**src/bfrs_pkg.sv**
```systemverilog
package bfrs_pkg;

   // Default sizes of the delay line.
   localparam int DEF_MAX_WINDOW   = 256;
   localparam int DEF_MAX_CHANNELS = 4;

   // Fixed field widths of the streams.
   localparam int SAMPLE_W     = 8;
   localparam int SUM_W        = 16;
   localparam int CHANNEL_W    = 2;
   // Wide enough for a channel index at the largest supported channel count.
   localparam int CHAN_FIELD_W = 4;

   // Control and status register port.
   localparam int CSR_INDEX_W     = 2;
   localparam int WINDOW_SIZE_W   = 9;
   localparam int CHANNEL_COUNT_W = 3;
   localparam int CSR_DATA_W      = 9;

   localparam logic [CSR_INDEX_W-1:0] REG_WINDOW_SIZE   = 2'd0;
   localparam logic [CSR_INDEX_W-1:0] REG_CHANNEL_COUNT = 2'd1;

   // Queue between the front and back halves.
   localparam int QUEUE_DEPTH = 4;
   localparam int QPTR_W      = $clog2(QUEUE_DEPTH);
   localparam int QCOUNT_W    = $clog2(QUEUE_DEPTH + 1);

   // One classified sample on its way from the front half to the back half.
   typedef struct packed {
      logic [SAMPLE_W-1:0]     sample;
      logic [SAMPLE_W-1:0]     old_sample;
      logic [CHAN_FIELD_W-1:0] channel;
      logic                    clear;
      logic                    zero_win;
      logic                    sub;
      logic                    emit;
   } bfrs_item_type;

endpackage

```
**src/bfrs_queue.sv**
```systemverilog
module bfrs_queue import bfrs_pkg::*; (
   input  logic                clock,
   input  logic                reset,
   input  logic                push,
   input  bfrs_item_type       push_item,
   input  logic                pop,
   output logic                head_valid,
   output bfrs_item_type       head_item,
   output logic [QCOUNT_W-1:0] count
);

   bfrs_item_type       entry_ff [QUEUE_DEPTH];
   logic [QPTR_W-1:0]   wr_ptr_ff, wr_ptr_in;
   logic [QPTR_W-1:0]   rd_ptr_ff, rd_ptr_in;
   logic [QCOUNT_W-1:0] count_ff, count_in;

   always_comb begin
      wr_ptr_in = push ? QPTR_W'(32'(wr_ptr_ff) + 1) : wr_ptr_ff;
      rd_ptr_in = pop  ? QPTR_W'(32'(rd_ptr_ff) + 1) : rd_ptr_ff;
      count_in  = count_ff;
      if (push && !pop) begin
         count_in = QCOUNT_W'(32'(count_ff) + 1);
      end else if (pop && !push) begin
         count_in = QCOUNT_W'(32'(count_ff) - 1);
      end
   end

   always_ff @(posedge clock) begin
      if (reset) begin
         wr_ptr_ff <= '0;
         rd_ptr_ff <= '0;
         count_ff  <= '0;
      end else begin
         wr_ptr_ff <= wr_ptr_in;
         rd_ptr_ff <= rd_ptr_in;
         count_ff  <= count_in;
      end
   end

   always_ff @(posedge clock) begin
      if (push) begin
         entry_ff[wr_ptr_ff] <= push_item;
      end
   end

   assign head_valid = (count_ff != '0);
   assign head_item  = entry_ff[rd_ptr_ff];
   assign count      = count_ff;

   // The front half only takes a beat when a slot is reserved for it.
   a_no_overflow: assert property (@(posedge clock) disable iff (reset)
      push |-> (32'(count_ff) < QUEUE_DEPTH) || pop)
      else $error("queue overflow");

endmodule

```
**config.mk**
```make
export PLATFORM = sky130hd
export DESIGN_NAME = bfrs_queue
export DESIGN_NICKNAME = d
export VERILOG_FILES = /design/src/bfrs_pkg.sv /design/src/bfrs_queue.sv
export SDC_FILE = /design/constraint.sdc
export NUM_CORES = 1
export LEC_CHECK = 0
export BUFFER_PORTS_ARGS = -buffer_cell sky130_fd_sc_hd__buf_2
export CAP_MARGIN = 0
export CELL_PAD_IN_SITES_DETAIL_PLACEMENT = 0
export CELL_PAD_IN_SITES_GLOBAL_PLACEMENT = 1
export CORE_ASPECT_RATIO = 0.9
export CORE_UTILIZATION = 40
export CTS_CLUSTER_DIAMETER = 40
export DETAILED_ROUTE_END_ITERATION = 8
export GPL_TIMING_DRIVEN = 0
export HOLD_SLACK_MARGIN = 0.12
export PLACE_DENSITY = 0.77
export SLEW_MARGIN = 40
export SYNTH_ARGS = -nofsm -noshare
export SYNTH_HDL_FRONTEND = slang
export SYNTH_SLANG_ARGS = --single-unit
```
**constraint.sdc**
```tcl
create_clock -name clock -period 2.72 [get_ports clock]
set_input_delay 0.544 -clock clock [delete_from_list [all_inputs] [get_ports clock]]
set_output_delay 0.544 -clock clock [all_outputs]
set_load 0.01 [all_outputs]
```
==> flow_summary.toml, run 1 <==
[placed_design]
place.gp.congestion = 0.706
dp_hpwl_um = 3740
io_buffers = 54
place_inst = 345

[min_path]
holdPathStages = 1
hold_class = "in -> reg"

[clock_tree]
tritoncts = "built"
clock_latency_ns = 0.36
cts_buffers = 9
cts.sinks = 105
post_cts_resized = 0
hold_buffers = 0
cts_setup_buffers = 0
clockBufferDepth = 2
cts.clk_slew.worst_paths_ns = 0.10
h-tree-depth = 3
root_buffer = "clkbuf_8"

[timing]
rsz0062_at_grt = "no"
final-setup-viol-count = 0
fin_setup_tns_ns = 0
worstMarginPinSlew_ns = 0.671
slew_headroom = 0.553
period_minus_slack_ns = 2.32
fin_crit_sh = 0.852
slew_viol_final = 0
skew_ns = 0.00822
fmax_ghz = 0.432
finalHoldViolCount = 0

[floorplan]
die_area_um2 = 10200
initial_core_util = 0.421
die_w_um = 106
ioPinCount = 56
core_area_um2 = 9330
die_y_um = 96.0
rows = 33

[pwr]
combPwrFrac = 0.115
clkPwrFrac = 0.302
swShare = 0.231
p_sw_uw = 744
p_int_uw = 2470
powerDensity_nw_per_um2 = 704
power_uw = 3220
vdd_drop_max_mv = 0.328
p_leak_uw = 0.00158
p_seq_frac = 0.583

[worst_setup_path]
cp-end-kind = "primary output"
cp_max_fo = 10
reg2reg_depth = 3
worstSetupPathType = "reg -> out"
crit_required_ns = 2.18
cp_common_cell = "buf_2"
crit_chain = "clkbuf_1 > buf_2 > mux4_2 > buf_2"
cp_slowest_cell = "mux4_2"
cp.arrival_ns = 1.77
slowest_delay_ns = 0.37
start_kind = "register"

[grt]
met1_usage = 0.153
grt_start_max_net_pins = 25
gr-total-overflow = 0
busiest_layer = "met2"
antenna_found_initial = 0
use_met2 = 0.217
met3_usage = 0.0454
grt_pass1_vias = 1798
grt_usage = 0.128
grt_pass1_wl_um = 9250

[yosys]
yosys_warnings = 0
synth_nets = 203
yosysTopAreaCellShare = 0.734
syn_area_um2 = 3930
ys_top_cells_by_area = "edfxtp_1, mux4_2, dfxtp_1"
synth-seq-area-share = 0.780
ys_ff_latch = 105
syn_inst = 169
avgSynthCellArea_um2 = 23.2
ys_types = 20
yosysTopAreaCell = "edfxtp_1"

[finish]
post_layout_nonfiller_instances = 361
drive_gt1_frac = 0.414
layout.nets = 268
areaGrowthSynthToFinish_pct = 16.3
layout_common_cells = "edfxtp_1, buf_2, mux4_2"
layout_commonest_cell = "edfxtp_1"
multi_input_area_um2 = 785
antennaDiodeCount = 0
nFillCells = 804
seqCellArea_um2 = 3060

[routing]
firstDrtPassIters = 4
vias = 1779
drc = 0
final_antenna_net_count = 0
drt-initial-drc-count = 52
via_per_inst = 4.93
avgRoutedWirePerCell_um = 16.9
routed_wirelength_um = 6090

[outcome]
status = "finished, final reports clean"

[flow_run]
maxCapViolCount = 0
registers in the layout, summed over array words and instances (netlist names), named ones only:
register   flops
entry_ff      96
count          3
rd_ptr_ff      2
wr_ptr_ff      2
through the flow:
stage | util | worst slack (ns) | instance area [um^2] | hold WS (ns)
after floorplan | - | 0.916 | 3930 | 0.485
final | 0.489 | 0.403 | 4560 | 0.391
after CTS | 0.489 | 0.332 | 4560 | 0.375
after global routing | 0.489 | 0.266 | 4560 | 0.370
after global placement | 0.466 | 0.543 | 4350 | 0.484
after detailed placement | 0.467 | 0.674 | 4350 | 0.495
area by class of cell:
type | instances | area share
Inverter | 4 | 0.00329
Multi-Input combinational cell | 53 | 0.172
Sequential cell | 105 | 0.671
Timing Repair Buffer | 54 | 0.0592
Buffer | 7 | 0.0151
Clock buffer | 9 | 0.0271
Clock inverter | 7 | 0.0189
Tap cell | 122 | 0.0334
critical path, delay by kind of cell (launching register included):
kind | cells | cell delay (ns)
buffers and inverters | 3 | 0.74
DFF | 1 | 0.31
muxes | 1 | 0.37
worst paths after layout:
kind,startpoint,endpoint,slack (ns)
min,push_item[9],entry_ff[3][9],0.39
max reg2reg,wr_ptr_ff[0],entry_ff[0][5],1.16
min reg2reg,count[2],count[2],0.51
max,register,head_item[4],0.40
logic make-up (layout without fill, tap and decap cells):
| logic type | Yosys count | after routing | synth area share |
|---|---|---|---|
| simple gates | 14 | 14 | 0.0172 |
| buf+inv | 11 | 81 | 0.0214 |
| xor+xnor | 5 | 5 | 0.0112 |
| fa+ha+maj | 6 | 6 | 0.0210 |
| flops | 105 | 105 | 0.780 |
| compound gates | 2 | 2 | 0.00255 |
| mux | 26 | 26 | 0.147 |
cell usage after synthesis:
cell / number
a21oi_1: 1
and2_1: 4
buf_12: 2
buf_2: 2
buf_6: 1
clkbuf_1: 2
dfxtp_1: 9
edfxtp_1: 96
fa_1: 1
ha_1: 5
inv_1: 4
mux2i_1: 2
mux4_1: 4
mux4_2: 20
nand2_1: 1
nor2_1: 7
o21ai_0: 1
or3_1: 2
xnor2_1: 2
xor2_1: 3
power by group through the flow:
stage               sequential, uW  clock (uW)  combinational [uW]
finish                        1870         972                 371
global route                  1880        1060                 406
CTS                           1870        1010                 380
detailed placement            1910           0                 380
global placement              1910           0                 373
floorplan                     1910           0                 233
layer usage:
metal	part of all wire	routed length (um)
met5	0	0
met3	0.044	265
met2	0.50	3070
met4	0.010	63
met1	0.44	2690
(Power assumes the default switching activity.)
==> run 2: changes to the inputs <==
--- a/config.mk
+++ b/config.mk
@@ -10,12 +10,13 @@
 export CELL_PAD_IN_SITES_DETAIL_PLACEMENT = 0
 export CELL_PAD_IN_SITES_GLOBAL_PLACEMENT = 1
 export CORE_ASPECT_RATIO = 0.9
-export CORE_UTILIZATION = 40
+export CORE_UTILIZATION = 43
 export CTS_CLUSTER_DIAMETER = 40
 export DETAILED_ROUTE_END_ITERATION = 8
 export GPL_TIMING_DRIVEN = 0
 export HOLD_SLACK_MARGIN = 0.12
-export PLACE_DENSITY = 0.77
+export MAX_ROUTING_LAYER = met4
+export PLACE_DENSITY = 0.81
 export SLEW_MARGIN = 40
 export SYNTH_ARGS = -nofsm -noshare
 export SYNTH_HDL_FRONTEND = slang
==> flow_summary.toml, run 2 (synthesis results as in run 1) <==
[clock_tree]
cts_buffers = 9
tritoncts = "built"
cts_setup_buffers = 0
clockBufferDepth = 2
root_buffer = "clkbuf_8"
cts.clk_slew.worst_paths_ns = 0.10
h-tree-depth = 3
clock_latency_ns = 0.35
post_cts_resized = 0
cts.sinks = 105
hold_buffers = 0

[timing]
fmax_ghz = 0.429
finalHoldViolCount = 0
fin_crit_sh = 0.857
final-setup-viol-count = 0
worstMarginPinSlew_ns = 0.688
rsz0062_at_grt = "no"
period_minus_slack_ns = 2.33
slew_viol_final = 0
slew_headroom = 0.541
fin_setup_tns_ns = 0
hold_ws_ns = 0.397
skew_ns = 0.00589

[finish]
layout.nets = 268
drive_gt1_frac = 0.410
postLayoutCoreUtil = 0.522
layout_commonest_cell = "edfxtp_1"
antennaDiodeCount = 0
fin_area_um2 = 4550
areaGrowthSynthToFinish_pct = 15.9
top_register = "entry_ff"
post_layout_nonfiller_instances = 358
nFillCells = 743
layout_common_cells = "edfxtp_1, buf_2, mux4_2"
largest_reg_flops = 96

[pwr]
clkPwrFrac = 0.298
combPwrFrac = 0.116
p_int_uw = 2460
p_seq_frac = 0.586
swShare = 0.231
p_leak_uw = 0.00157
vdd_drop_max_mv = 0.236
p_sw_uw = 740
powerDensity_nw_per_um2 = 703

[routing]
avgRoutedWirePerCell_um = 17.3
final_antenna_net_count = 0
drc = 0
via_per_inst = 5.01
drt-initial-drc-count = 43
routed_wirelength_um = 6190
vias = 1795
firstDrtPassIters = 4

[grt]
antenna_found_initial = 0
grt_pass1_vias = 1812
grt_start_max_net_pins = 25
gr-total-overflow = 0
grt_pass1_wl_um = 9570
grt_usage = 0.147

[floorplan]
initial_core_util = 0.450
ioPinCount = 56
rows = 32
core_area_um2 = 8730
die_w_um = 103
die_y_um = 92.7
die_area_um2 = 9520

[worst_setup_path]
cp_common_cell = "buf_2"
cp.arrival_ns = 1.79
critical-path-top-delay-family = "buffers and inverters"
slowest_delay_ns = 0.36
cp_num_buf_inv = 3
crit_chain = "clkbuf_1 > buf_2 > mux4_2 > buf_2"
cp_max_fo = 10
cp_slowest_cell = "mux4_2"
start_kind = "register"
crit_required_ns = 2.18
cp-end-kind = "primary output"
worstSetupPathType = "reg -> out"

[placed_design]
post_dp_cell_area_um2 = 4350
place_inst = 342
dp_hpwl_um = 3920
place.gp.congestion = 0.734
io_buffers = 54

[flow_run]
maxCapViolCount = 0

[outcome]
status = "finished, final reports clean"

[min_path]
hold_class = "in -> reg"
run 2: cell count changes in the layout (fill, tap and decap cells not counted), sizes merged:
cell / before / now
clkinvlp: 1 / 2
inv: 7 / 6
run 2: layout make-up:
type                            count  area [um^2]  share of cell area
Buffer                              7         68.8              0.0151
Tap cell                          119          149              0.0327
Timing Repair Buffer               54          270              0.0594
Sequential cell                   105         3060               0.673
Inverter                            4         15.0             0.00330
Clock inverter                      7         77.6              0.0170
Clock buffer                        9          124              0.0272
Multi-Input combinational cell     53          785               0.172
run 2: per-stage QoR:
stage               total power, uW  setup WS, ns
detailed placement             2290         0.688
finish                         3200         0.389
CTS                            3240         0.348
global route                   3330         0.286
floorplan                      2140         0.916
global placement               2280         0.549
run 2: worst register-to-register path: stages, from the launching register on:
cell and delay (ns):
dfxtp_1 0.36, inv_1 0.10, ha_1 0.14, and2_2 0.58
run 2: final timing paths:
path                     start  cells after the start             end  slack [ns]
setup / recovery      register                      4   head_item[16]        0.39
hold / removal    push_item[7]                      1  entry_ff[3][7]        0.40
setup reg to reg  wr_ptr_ff[0]                      3  entry_ff[0][0]        1.17
hold reg to reg       count[2]                      2        count[2]        0.52
run 2: power groups by stage:
stage | Clock, uW | Sequential [uW] | Combinational [uW]
finish | 955 | 1870 | 372
global placement | 0 | 1910 | 370
global route | 1040 | 1880 | 408
floorplan | 0 | 1910 | 233
detailed placement | 0 | 1910 | 381
CTS | 981 | 1880 | 381
run 2: layer usage:
metal  share of wire  vias to the layer above  track usage
li1                -                      816            -
met5               0                        -            -
met2            0.52                       37        0.233
met1            0.43                      934        0.183
met3           0.039                        8       0.0309
met4           0.014                        0       0.0643
