## src/bfrs_pkg.sv

```systemverilog
package bfrs_pkg;

   // Default sizes of the delay line.
   localparam int DEF_MAX_WINDOW   = 256;
   localparam int DEF_MAX_CHANNELS = 4;

   // Fixed field widths of the streams.
   localparam int SAMPLE_W     = 8;
   localparam int SUM_W        = 16;
   localparam int CHANNEL_W    = 2;
   // Wide enough for a channel index at the largest supported channel count.
   localparam int CHAN_FIELD_W = 4;

   // Control and status register port.
   localparam int CSR_INDEX_W     = 2;
   localparam int WINDOW_SIZE_W   = 9;
   localparam int CHANNEL_COUNT_W = 3;
   localparam int CSR_DATA_W      = 9;

   localparam logic [CSR_INDEX_W-1:0] REG_WINDOW_SIZE   = 2'd0;
   localparam logic [CSR_INDEX_W-1:0] REG_CHANNEL_COUNT = 2'd1;

   // Queue between the front and back halves.
   localparam int QUEUE_DEPTH = 4;
   localparam int QPTR_W      = $clog2(QUEUE_DEPTH);
   localparam int QCOUNT_W    = $clog2(QUEUE_DEPTH + 1);

   // One classified sample on its way from the front half to the back half.
   typedef struct packed {
      logic [SAMPLE_W-1:0]     sample;
      logic [SAMPLE_W-1:0]     old_sample;
      logic [CHAN_FIELD_W-1:0] channel;
      logic                    clear;
      logic                    zero_win;
      logic                    sub;
      logic                    emit;
   } bfrs_item_type;

endpackage

```

## src/bfrs_stream_ifs.sv

```systemverilog


interface bfrs_rsp_if import bfrs_pkg::*; ();
   logic                 valid;
   logic                 ready;
   logic [SUM_W-1:0]     window_sum;
   logic [CHANNEL_W-1:0] channel;

   modport source (output valid, output window_sum, output channel, input ready);
   modport sink   (input valid, input window_sum, input channel, output ready);
endinterface

```

## src/bfrs_back.sv

```systemverilog
module bfrs_back import bfrs_pkg::*; #(
   parameter int MAX_CHANNELS = DEF_MAX_CHANNELS
) (
   input  logic          clock,
   input  logic          reset,
   input  logic          clear_sums,
   input  logic          head_valid,
   input  bfrs_item_type head_item,
   output logic          pop,
   bfrs_rsp_if.source    rsp_chan
);

   localparam int CH_W = (MAX_CHANNELS > 1) ? $clog2(MAX_CHANNELS) : 1;

   logic [SUM_W-1:0]     sums_ff [MAX_CHANNELS];
   logic [SUM_W-1:0]     sums_in [MAX_CHANNELS];
   logic                 rsp_valid_ff, rsp_valid_in;
   logic [SUM_W-1:0]     rsp_sum_ff;
   logic [CHANNEL_W-1:0] rsp_chan_ff;

   logic [CH_W-1:0]  idx;
   logic [SUM_W-1:0] base_sum;
   logic [SUM_W-1:0] sub_val;
   logic [SUM_W-1:0] new_sum;

   always_comb begin
      idx      = head_item.channel[CH_W-1:0];
      base_sum = head_item.clear ? '0 : sums_ff[idx];
      sub_val  = head_item.sub ? SUM_W'(head_item.old_sample) : '0;
      new_sum  = base_sum - sub_val + SUM_W'(head_item.sample);

      // A beat without a result never waits on the output register.
      pop = head_valid && (!head_item.emit || !rsp_valid_ff || rsp_chan.ready);

      sums_in = sums_ff;
      if (clear_sums) begin
         for (int i = 0; i < MAX_CHANNELS; i++) begin
            sums_in[i] = '0;
         end
      end else if (pop) begin
         if (head_item.clear) begin
            for (int i = 0; i < MAX_CHANNELS; i++) begin
               sums_in[i] = '0;
            end
         end
         if (!head_item.zero_win) begin
            sums_in[idx] = new_sum;
         end
      end

      if (pop && head_item.emit) begin
         rsp_valid_in = 1'b1;
      end else if (rsp_chan.ready) begin
         rsp_valid_in = 1'b0;
      end else begin
         rsp_valid_in = rsp_valid_ff;
      end
   end

   always_ff @(posedge clock) begin
      if (reset) begin
         for (int i = 0; i < MAX_CHANNELS; i++) begin
            sums_ff[i] <= '0;
         end
         rsp_valid_ff <= 1'b0;
      end else begin
         sums_ff      <= sums_in;
         rsp_valid_ff <= rsp_valid_in;
      end
   end

   always_ff @(posedge clock) begin
      if (pop && head_item.emit) begin
         rsp_sum_ff  <= head_item.zero_win ? '0 : new_sum;
         rsp_chan_ff <= head_item.channel[CHANNEL_W-1:0];
      end
   end

   assign rsp_chan.valid      = rsp_valid_ff;
   assign rsp_chan.window_sum = rsp_sum_ff;
   assign rsp_chan.channel    = rsp_chan_ff;

   a_no_result_overwrite: assert property (@(posedge clock) disable iff (reset)
      (pop && head_item.emit) |-> (!rsp_valid_ff || rsp_chan.ready))
      else $error("pending result overwritten");

   a_zero_window_sum: assert property (@(posedge clock) disable iff (reset)
      (pop && head_item.zero_win) |=> (rsp_valid_ff && (rsp_sum_ff == '0)))
      else $error("zero window produced a nonzero sum");

endmodule

```

## src/flat_wrapper.sv

```systemverilog
// flat-port wrapper written by rule: the top's interface ports become plain ports
module bfrs_back_flat import bfrs_pkg::*;
#(
   parameter int MAX_CHANNELS = DEF_MAX_CHANNELS
)
  (clock, reset, clear_sums, head_valid, head_item, pop, rsp_chan_valid, rsp_chan_window_sum, rsp_chan_channel, rsp_chan_ready);
  bfrs_rsp_if rsp_chan_i ();
  input  logic clock;
  input  logic reset;
  input  logic clear_sums;
  input  logic head_valid;
  input  bfrs_item_type head_item;
  output logic pop;
  output wire logic [$bits(rsp_chan_i.valid)-1:0] rsp_chan_valid;
  output wire logic [$bits(rsp_chan_i.window_sum)-1:0] rsp_chan_window_sum;
  output wire logic [$bits(rsp_chan_i.channel)-1:0] rsp_chan_channel;
  input wire logic [$bits(rsp_chan_i.ready)-1:0] rsp_chan_ready;
  assign rsp_chan_valid = rsp_chan_i.valid;
  assign rsp_chan_window_sum = rsp_chan_i.window_sum;
  assign rsp_chan_channel = rsp_chan_i.channel;
  assign rsp_chan_i.ready = rsp_chan_ready;
  bfrs_back #(.MAX_CHANNELS(MAX_CHANNELS)) u_core (.clock(clock), .reset(reset), .clear_sums(clear_sums), .head_valid(head_valid), .head_item(head_item), .pop(pop), .rsp_chan(rsp_chan_i));
endmodule
```

## config.mk

```make
export PLATFORM = sky130hd
export DESIGN_NAME = bfrs_back_flat
export DESIGN_NICKNAME = d
export VERILOG_FILES = /design/src/bfrs_pkg.sv /design/src/bfrs_stream_ifs.sv /design/src/bfrs_back.sv /design/src/flat_wrapper.sv
export SDC_FILE = /design/constraint.sdc
export NUM_CORES = 1
export LEC_CHECK = 0
export BUFFER_PORTS_ARGS = -buffer_cell sky130_fd_sc_hd__buf_2
export CAP_MARGIN = 10
export CORE_MARGIN = 2
export CORE_UTILIZATION = 34
export CTS_BUF_LIST = sky130_fd_sc_hd__clkbuf_16
export CTS_CLUSTER_SIZE = 24
export DETAILED_ROUTE_END_ITERATION = 8
export PLACE_DENSITY = 0.6
export SLEW_MARGIN = 15
export SYNTH_ARGS = -nofsm -noshare
export SYNTH_HDL_FRONTEND = slang
export SYNTH_SLANG_ARGS = --single-unit
```

## constraint.sdc

```tcl
create_clock -name clock -period 3.9 [get_ports clock]
set_input_delay 0.39 -clock clock [delete_from_list [all_inputs] [get_ports clock]]
set_output_delay 0.39 -clock clock [all_outputs]
set_load 0.005 [all_outputs]
```

==> summary.txt <==
Hold path
  • Hold Path Origin: reset
  • Hold path depth: 2
  • Type of the tightest min-delay check: input pin to flip-flop
  • Worst Hold Path EP: u_core.rsp_chan.valid$_SDFFE_PP0P_

Setup path
  • CP arrival: 3640 ps
  • Max incr delay on CP: 570 ps
  • Reg2reg end: u_core.sums_ff[10]$_SDFFE_PP0P_
  • Worst Path Class, Setup: input pin to flip-flop
  • Cell count of the worst reg-to-reg path: 14
  • Flop-to-flop setup slack: approximately 590 ps
  • Startpoint Class: input pin
  • CP max-delay cell: mux4_2
  • CP most frequent cell: ha_1
  • R2R Path Start: u_core.sums_ff[0]$_SDFFE_PP0P_
  • Worst Path Required: 4090 ps
  • CP Max Fanout: 12
  • Cells along the critical path: buf_2 -> mux4_2 -> nand2b_1 -> ha_1 -> inv_1 -> ha_1 -> fa_1 -> a21oi_1 -> o21ai_2 -> a32oi_2 -> a311oi_1 -> xor2_1 -> buf_4 -> a22oi_1 -> nor2_1
  • CP endpoint kind: flip-flop

Global routing
  • GR peak layer: met2
  • Global routing usage on met3: 0.0445
  • First-pass GRT wire length: 20.0 mm
  • Largest net degree at the start of global routing: 52
  • Vias in the first global route: 3,926
  • GRT Util Overall: 0.175
  • Antenna violations before repair: 0
  • Grt total ovfl: 0
  • Met2 Track Usage GR: 0.289
  • Met1 usage: 0.222

Clock tree
  • CTS max path bufs: 2
  • Post-CTS Hold Fix Bufs: 0
  • CTS resizes: 0
  • Clock latency on the worst-skew pair: approximately 340 ps
  • Number of buffers created by CTS: 9
  • H-tree levels: 3
  • Postcts setup bufs: 0
  • Clock root cell: clkbuf_16
  • CTS tree: yes
  • CTS clk-pin slew, worst paths: 60 ps
  • CTS Sinks: 83

Timing
  • Clock skew: 8.15 ps
  • Slew headroom: 0.320
  • Max Freq: 290 MHz
  • Least-Margin Pin Slew: 1020 ps
  • Max-slew violation count: 0
  • WHS: 251 ps
  • Final hold violation count: 0
  • Ratio of final minimum period to clock period: 0.884
  • Final setup vio count: 0
  • Minimum clock period: about 3400 ps
  • RSZ-0062 raised after global routing: no
  • Sum of negative setup slack: 0 ps

Synth
  • Post-Synth Simple-Gate Area: 0.223
  • Avg Cell Area, Syn: 9.00 µm²
  • Yosys warning count: 0
  • Syn_nets: 580
  • Netlist cell types: 52
  • Post-synth EDFFs: 18
  • Cells after Synth: 527
  • Mapped Area: around 4700 µm²
  • Primary FF master, synth: dfxtp_1
  • Complex-gate fraction of the synthesized area: 0.153
  • Multiplexer share of the synthesized area: 0.0646
  • Synthesized flop and latch total: 83
  • Area share of xor/xnor cells in the synthesized design: 0.0314
  • Main combinational cell family by area after synthesis: simple AND/OR/NAND/NOR gates
  • Sequential fraction of the synthesis area: 0.388
  • Synth async-reset ratio: 0
  • Adder-Cell Fraction of Synth Area: 0.0760

Status
  • Run status: completed

Cells and area
  • Utilization after layout: 0.398
  • Area grow syn2layout: 15.5%
  • Finished Cell Area: 5480 µm²
  • Total area of sequential cells: ~1800 µm²
  • Number of diodes: 0
  • Layout cells sized above 1: 0.186
  • Area of the multi-input gates: 2610 µm²
  • Fillcell total: 1,395
  • # nets final: 617

Placed design
  • Placer Congestion: 0.819
  • IO buf count: 46
  • Post-DP Area: 5190 µm²
  • Detail Placement HPWL: 8.41 mm

Drt
  • 1st-iter DRT viols: 272
  • Wirelength per Cell: 16.7 µm
  • Via count: 4,046
  • 1st-pass router iterations: 5
  • Vias per cell: 5.40
  • Post-DRT Antenna Nets: 0
  • Final WL: between 10 and 15 mm
  • Post-route DRC violation count: 0

Die
  • CORE AREA: 13,800 µm²
  • Initial Util: 0.344
  • FP Rows: 43
  • Full die area: around 15,000 µm²
  • Die Wd: 122 µm
  • I/O pin count: about 50
  • Die H: about 120 µm

Pwr
  • Power Density: 402 nW/µm²
  • Peak supply drop: 0.000216 V
  • Power, Total: roughly 0.0022 W
  • Leak Pwr: approximately 2.1 nW

Flow run
  • Max-Cap Viols: 0
==> worst max-delay path by stage <==
stage | slack [ps] | cells past startpoint | end | startpoint
2_1_floorplan | 390 | 14 | u_core.rsp_chan.window_sum[14]$_SDFFCE_PP0P_ | head_item[5]
4_1_cts | 450 | 15 | u_core.sums_ff[10]$_SDFFE_PP0P_ | head_item[4]
3_5_place_dp | 110 | 15 | u_core.sums_ff[10]$_SDFFE_PP0P_ | head_item[4]
3_3_place_gp | 190 | 14 | u_core.sums_ff[59]$_SDFFE_PP0P_ | head_item[4]
6_report | 450 | 15 | u_core.sums_ff[10]$_SDFFE_PP0P_ | head_item[4]
5_1_grt | 240 | 14 | u_core.sums_ff[9]$_SDFFE_PP0P_ | head_item[4]
==> layer usage <==
metal | up-vias | part of all wire | wire (µm)
met3 | 15 | 0.057 | 713
met2 | 137 | 0.48 | 6040
met4 | 0 | 0.018 | 230
met1 | 1939 | 0.44 | 5530
met5 | - | 0 | 0
li1 | 1955 | - | -
==> sequential cells by signal (all words and copies together), names as in the netlist <==
name and count:
u_core.rsp_chan.channel 2, u_core.rsp_chan.window_sum 16, u_core.sums_ff 64, u_core.rsp_chan.valid 1
==> placed cells by master, fill, tap and decap left out, types with 4 or more instances in the layout <==
master     netlist  layout
edfxtp_1        18      18
xor2_1           9       9
nand2_1         37      36
a22oi_1         21      21
mux4_2          10      10
a211o_1          7       7
buf_2           18      46
nor2_1          43      42
and2_1           9       9
buf_4            1      21
nand3_1         42      42
ha_1            16      16
nand4_1         23      23
fa_1             8       8
o21ai_0         10      10
a211oi_1         6       6
or4_1            5       5
inv_1           31      32
mux2i_1          7       7
or3_1            4       4
and3_1           6       6
clkbuf_16        0      10
xnor2_1          8       8
nand2b_1        11      11
a21oi_1         35      35
dfxtp_1         65      65
nor2b_1         17      17
o211ai_1         5       5
==> critical path: cells and delay by family <==
kind	cells	cell delay (ps)
AO/OA/AOI/OAI	5	1080
XOR/XNOR	1	180
adder cells (fa/ha/maj)	3	740
buffers and inverters	3	520
multiplexers	1	570
AND/OR/NAND/NOR	2	160
==> cell usage after synthesis, types with 7 or more instances <==
cell / instances / area (µm²)
xor2_1: 9 / 78.8
ha_1: 16 / 200
a211o_1: 7 / 61.3
clkbuf_1: 21 / 78.8
mux2i_1: 7 / 70.1
nand2_1: 37 / 139
nand2b_1: 11 / 68.8
inv_1: 31 / 116
nor2_1: 43 / 161
buf_2: 18 / 90.1
a22oi_1: 21 / 158
nand4_1: 23 / 144
edfxtp_1: 18 / 541
dfxtp_1: 65 / 1300
mux4_2: 10 / 225
and2_1: 9 / 56.3
nor2b_1: 17 / 106
fa_1: 8 / 160
nand3_1: 42 / 210
o21ai_0: 10 / 50.1
a21oi_1: 35 / 175
xnor2_1: 8 / 70.1
==> logic make-up (layout without fill, tap and decap cells) <==
logic type,after synthesis,count (layout)
buf+inv,73,115
simple gates,207,207
flops,83,83
fa+ha+maj,24,24
compound gates,105,105
xor+xnor,17,17
mux,18,18
==> metrics by stage <==
step | std cells | setup WS (ps)
3_5_place_dp | 733 | 106
2_1_floorplan | 527 | 390
3_3_place_gp | 733 | 189
5_1_grt | 749 | 240
6_report | 749 | 451
4_1_cts | 749 | 447
==> area by class of cell <==
class                           instances  area share
Clock buffer                           10      0.0457
Clock inverter                          6     0.00548
Inverter                               31      0.0212
Multi-Input combinational cell        371       0.476
Sequential cell                        83       0.336
Tap cell                              180      0.0411
Timing Repair Buffer                   68      0.0745
==> power breakdown <==
part | switching (W) | leakage [nW] | internal, W
logic | 0.000292 | 1.31 | 0.000186
clock network | 0.000345 | 0.140 | 0.000462
registers | 0.00000759 | 0.694 | 0.000908
total | 0.000645 | 2.14 | 0.00156
(Power assumes the default switching activity.)
